## src/rtl/core/sts_pkg.sv

```systemverilog
// Package for the sphere triangle subdivider: widths, latencies and vector types.
// No dependencies; used by every module of the block.
`default_nettype none
package sts_pkg;
  localparam int CoordWidth = 16;
  localparam int FracBits = 14;
  localparam int MagWidth = CoordWidth + 1;
  localparam int PosWidth = $clog2(MagWidth);
  localparam int NormWidth = 31;
  localparam int NormTop = NormWidth - 1;
  localparam int ShWidth = MagWidth + NormTop;
  localparam int SqWidth = 64;
  localparam int RootWidth = 32;
  localparam int RemWidth = RootWidth + 4;
  localparam int QuoWidth = FracBits + 2;
  localparam int NumWidth = FracBits + NormWidth + 1;
  localparam int DivRemWidth = RootWidth + 1;
  localparam int CmpWidth = QuoWidth + CoordWidth;
  localparam int LaneLat = RootWidth + QuoWidth + 7;
  localparam int ResultsPerItem = 4;
  localparam int CntWidth = $clog2(ResultsPerItem);
  localparam logic [CntWidth-1:0] LastPhase = CntWidth'(ResultsPerItem - 1);
  localparam logic [CoordWidth-1:0] CoordMaxPos = {1'b0, {(CoordWidth-1){1'b1}}};

  // Index 0 is x, 1 is y, 2 is z.
  typedef logic [2:0][CoordWidth-1:0] vec_t;

  typedef struct packed {
    logic [2:0][NormWidth-1:0] nrm;
    logic [2:0]                neg;
    logic                      zero;
  } carry_t;

  typedef struct packed {
    vec_t p1;
    vec_t p2;
    vec_t p3;
    vec_t m12;
    vec_t m13;
    vec_t m23;
  } tri_set_t;
endpackage
`default_nettype wire

```

## src/rtl/core/sts_merge.sv

```systemverilog
// Merging stage: gathers the corners and the three projected midpoints and
// issues the four sub-triangles on consecutive cycles. Depends on sts_pkg.
`default_nettype none
module sts_merge (
  input  wire logic              clk_i,
  input  wire logic              rst_ni,
  input  wire logic              load_i,
  input  wire sts_pkg::tri_set_t set_i,
  output logic                   valid_o,
  output logic                   last_o,
  output sts_pkg::vec_t          a_o,
  output sts_pkg::vec_t          b_o,
  output sts_pkg::vec_t          c_o
);
  sts_pkg::tri_set_t set_q;
  logic active_q;
  logic [sts_pkg::CntWidth-1:0] cnt_q;

  always_ff @(posedge clk_i or negedge rst_ni) begin
    if (!rst_ni) begin
      active_q <= 1'b0;
      cnt_q    <= '0;
    end else if (load_i) begin
      active_q <= 1'b1;
      cnt_q    <= '0;
    end else if (active_q) begin
      if (cnt_q == sts_pkg::LastPhase) active_q <= 1'b0;
      cnt_q <= cnt_q + 1'b1;
    end
  end

  always_ff @(posedge clk_i) begin
    if (load_i) set_q <= set_i;
  end

  always_comb begin
    case (cnt_q)
      2'd0: begin
        a_o = set_q.p1;  b_o = set_q.m12; c_o = set_q.m13;
      end
      2'd1: begin
        a_o = set_q.p2;  b_o = set_q.m23; c_o = set_q.m12;
      end
      2'd2: begin
        a_o = set_q.m12; b_o = set_q.m23; c_o = set_q.m13;
      end
      default: begin
        a_o = set_q.m23; b_o = set_q.p3;  c_o = set_q.m13;
      end
    endcase
  end

  assign valid_o = active_q;
  assign last_o  = active_q && (cnt_q == sts_pkg::LastPhase);
endmodule
`default_nettype wire

```

## config.mk

```make
export PLATFORM = sky130hd
export DESIGN_NAME = sts_merge
export DESIGN_NICKNAME = d
export VERILOG_FILES = /design/src/rtl/core/sts_pkg.sv /design/src/rtl/core/sts_merge.sv
export SDC_FILE = /design/constraint.sdc
export NUM_CORES = 1
export LEC_CHECK = 0
export BUFFER_PORTS_ARGS = -buffer_cell sky130_fd_sc_hd__buf_2
export CELL_PAD_IN_SITES_DETAIL_PLACEMENT = 1
export CELL_PAD_IN_SITES_GLOBAL_PLACEMENT = 1
export CORE_MARGIN = 5
export CORE_UTILIZATION = 30
export DETAILED_ROUTE_END_ITERATION = 10
export PLACE_DENSITY_LB_ADDON = 0.1
export SLEW_MARGIN = 0
export SYNTH_ARGS = -nofsm -noshare
export SYNTH_HDL_FRONTEND = slang
export SYNTH_SLANG_ARGS = --single-unit
```

## constraint.sdc

```tcl
create_clock -name clk_i -period 1.9 [get_ports clk_i]
set_input_delay 0.095 -clock clk_i [delete_from_list [all_inputs] [get_ports clk_i]]
set_output_delay 0.095 -clock clk_i [all_outputs]
set_load 0.02 [all_outputs]
```

==> impl_metrics.json <==
{
  "dieArea_sq_um": 42200,
  "antenna_left": 0,
  "ios": 437,
  "die_w_microns": 206,
  "dpl_cell_area_sq_um": 14500,
  "synth_most_common_cell": "edfxtp_1",
  "irDropWorstVdd_mv": 0.515,
  "power_w": 0.0241,
  "ys.flop_type": "edfxtp_1",
  "drive_gt1_share_pct": 46.2,
  "clk_latency_ns": 0.53,
  "synthToLayoutAreaGrowth_pct": 83.5,
  "yosysTopAreaCell": "edfxtp_1",
  "tightest_slew_ns": 0.432,
  "via_count": 10052,
  "start_kind": "flip-flop",
  "wl_met3_microns": 3870,
  "synth.avg_cell_area_sq_um": 16.5,
  "slew_viol_final": 0,
  "drc": 0,
  "multi_input_area_sq_um": 2970,
  "fin_crit_sh_pct": 122,
  "final_hold_viol_count": 0,
  "status": "finished, violations left",
  "synth_edf_count": 288,
  "drt_iter0_markers": 734,
  "critPathCaptureType": "output pin",
  "final_core_util_pct": 55.9,
  "power_switching_w": 0.00753,
  "cp_slowest_cell": "dfrtp_1",
  "syn_inst": 693,
  "dp_slack_ns": 0.0589,
  "p_comb_share_pct": 38.0,
  "cts_buffer_depth": 3,
  "syn_nets": 989,
  "dr.max_layer_used": "met4",
  "p_clk_share_pct": 29.1,
  "start_util_pct": 30.4,
  "synth_top_area_share_pct": 75.4,
  "n_fill_cell": 3739,
  "slew_headroom_pct": 71.2,
  "worstPathArrival_ns": 2.22,
  "cts_made_buffers": 36,
  "grt_max_degree": 58,
  "htreeDepth": 2,
  "root_buffer": "clkbuf_16",
  "cts_tree": "built",
  "fin_cells": 2046,
  "cap_violations": 0,
  "clk_pin_slew_ns": 0.06,
  "clock_skew_ns": 0.0000810,
  "synthTopCellsByArea": "edfxtp_1 75%, a222oi_1 4.2%, a22oi_1 3.1%",
  "fmax_mhz": 432,
  "gp_congestion": 0.774,
  "core_area_sq_um": 37700,
  "drt-pass1-iter-count": 6,
  "path_max_fanout": 7,
  "swShare_pct": 31.3,
  "hpwl_microns": 28500,
  "synth-seq-cells": 291,
  "synthArstFlopShare_pct": 1.03,
  "synth_seq_area_share_pct": 76.1,
  "via_per_inst": 4.91,
  "wire_per_inst_microns": 25.4,
  "max_stage_delay_ns": 0.41,
  "period_needed_ns": 2.31,
  "placed_cells": 1626,
  "synth-warning-count": 0,
  "cts.sink_count": 291,
  "wl_met2_microns": 26400,
  "routed_wl_microns": 52000,
  "intPower_w": 0.0165,
  "finalSetupViolations": 145,
  "path_cells": "buf_6 > buf_6 > ha_4 > buf_6 > buf_6 > buf_16 > mux2_4 > buf_6",
  "power_density_nw_per_um2": 1140,
  "track_usage_pct": 22.8,
  "violations": "setup timing",
  "io_buffers": 436,
  "met1_length_microns": 20200,
  "grt_pass1_vias": 10998,
  "grt_pass1_wl_microns": 70600,
  "syn_area_sq_um": 11500,
  "regArea_sq_um": 8720,
  "grt_antenna_before_repair": 3,
  "synth_cell_types": 23,
  "grt_setup_unrepaired": "true",
  "required_ns": 1.80,
  "timing.final.ws_setup_ns": -0.414,
  "grt_overflow": 0,
  "nNetsFinal": 1805,
  "cp_common_cell": "buf_6",
  "p_leak_nw": 8.48,
  "hold_class": "in -> reg",
  "sequentialPowerShare_pct": 32.9,
  "num_rows": 71,
  "worstSetupPathType": "reg -> out",
  "fp.dieH_microns": 206,
  "design_area_sq_um": 21000
}
-- power groups by stage --
stage | clock, W | combinational (W) | sequential (W)
after floorplan | 0 | 0.00313 | 0.00791
after global placement | 0 | 0.00562 | 0.00800
after detailed placement | 0 | 0.00564 | 0.00801
after CTS | 0.00716 | 0.00813 | 0.00789
after global routing | 0.00750 | 0.00955 | 0.00796
final | 0.00700 | 0.00913 | 0.00792
-- routing by layer --
layer	vias up	track usage [%]
met3	87	4.87
met4	0	7.80
li1	4461	-
met2	465	40.5
met1	5039	27.3
met5	-	0
-- cell families after synthesis --
group / after synthesis / synth area share [%]
simple gates: 99 / 4.31
mux: 49 / 4.80
compound gates: 193 / 11.6
flops: 291 / 76.1
xor+xnor: 1 / 0.0764
buf+inv: 55 / 2.62
fa+ha+maj: 5 / 0.545
-- timing repair --
action,CTS,global route
hold endpoints to repair,316,0
hold buffers,291,0
setup buffers,19,21
endpoints found under the setup margin,145,145
pin swaps,34,35
resized for setup,283,139
gates cloned,20,10
-- sequential cells by signal, indices dropped and copies added (netlist names) --
signal   cells
set_q      288
valid_o      1
cnt_q        2
-- layout by cell type (no fill, tap or decap), types with 2 or more instances in the layout --
cell type      Yosys  layout
buf_16             0      17
a21oi_1           48      31
buf_2             21     291
nor2b_4            0       4
nor2b_1           48      44
dfrtp_1            3       2
buf_6              6     102
nor2_1             2       2
edfxtp_1         288     288
bufbuf_16          0       2
clkinv_1           0       8
nand2_1           48      38
o21ai_4            0       5
o21ai_1           40      25
a22oi_1           48      41
mux2_4             0      48
a22oi_2            0       7
bufinv_16          0       6
a222oi_1          48      48
ha_4               0       5
buf_12             0      26
clkbuf_16          0      45
clkinv_2           0       6
a21oi_2            0      17
nand2_2            0       9
inv_2              1       2
o21ai_2            0      18
dlygate4sd3_1      0     291
buf_8              0       4
clkbuf_1          19       3
buf_4              6      89
diode_2            0       3
-- critical path, delay by kind of cell (launching register included) --
family / cells / cell delay (ns)
muxes: 1 / 0.31
DFF: 1 / 0.41
buffers and inverters: 6 / 0.79
adders and majority gates: 1 / 0.16
-- worst paths after layout --
check	endpoint	from	slack [ns]	cells past startpoint
setup / recovery	c_o[8]	cnt_q[0]$_DFFE_PN0P_	-0.41	8
hold / removal	set_q[269]$_DFFE_PP_	set_i[269]	0.27	2
hold reg to reg	valid_o$_DFF_PN0_	valid_o$_DFF_PN0_	0.66	1
min in group asynchronous	cnt_q[0]$_DFFE_PN0P_	rst_ni	0.48	3
max in group asynchronous	cnt_q[1]$_DFFE_PN0P_	rst_ni	1.26	3
setup reg to reg	cnt_q[1]$_DFFE_PN0P_	cnt_q[1]$_DFFE_PN0P_	0.39	7
-- layout make-up --
class / instances / area share, %
sequential: 291 / 41.5
timing repair buffer: 830 / 35.6
multi-input combinational: 347 / 14.1
clock buffer: 40 / 4.45
tap: 511 / 3.04
clock inverter: 21 / 1.18
inverter: 3 / 0.0654
antenna: 3 / 0.0357
-- metrics by stage --
step | setup TNS, ns | hold slack (ns)
after detailed placement | 0 | -0.106
final | -46.37 | 0.267
after floorplan | 0 | -0.201
after global routing | -58.63 | 0.240
after CTS | -50.73 | 0.228
after global placement | 0 | -0.104
No activity file was read; power rests on OpenSTA's default activity.
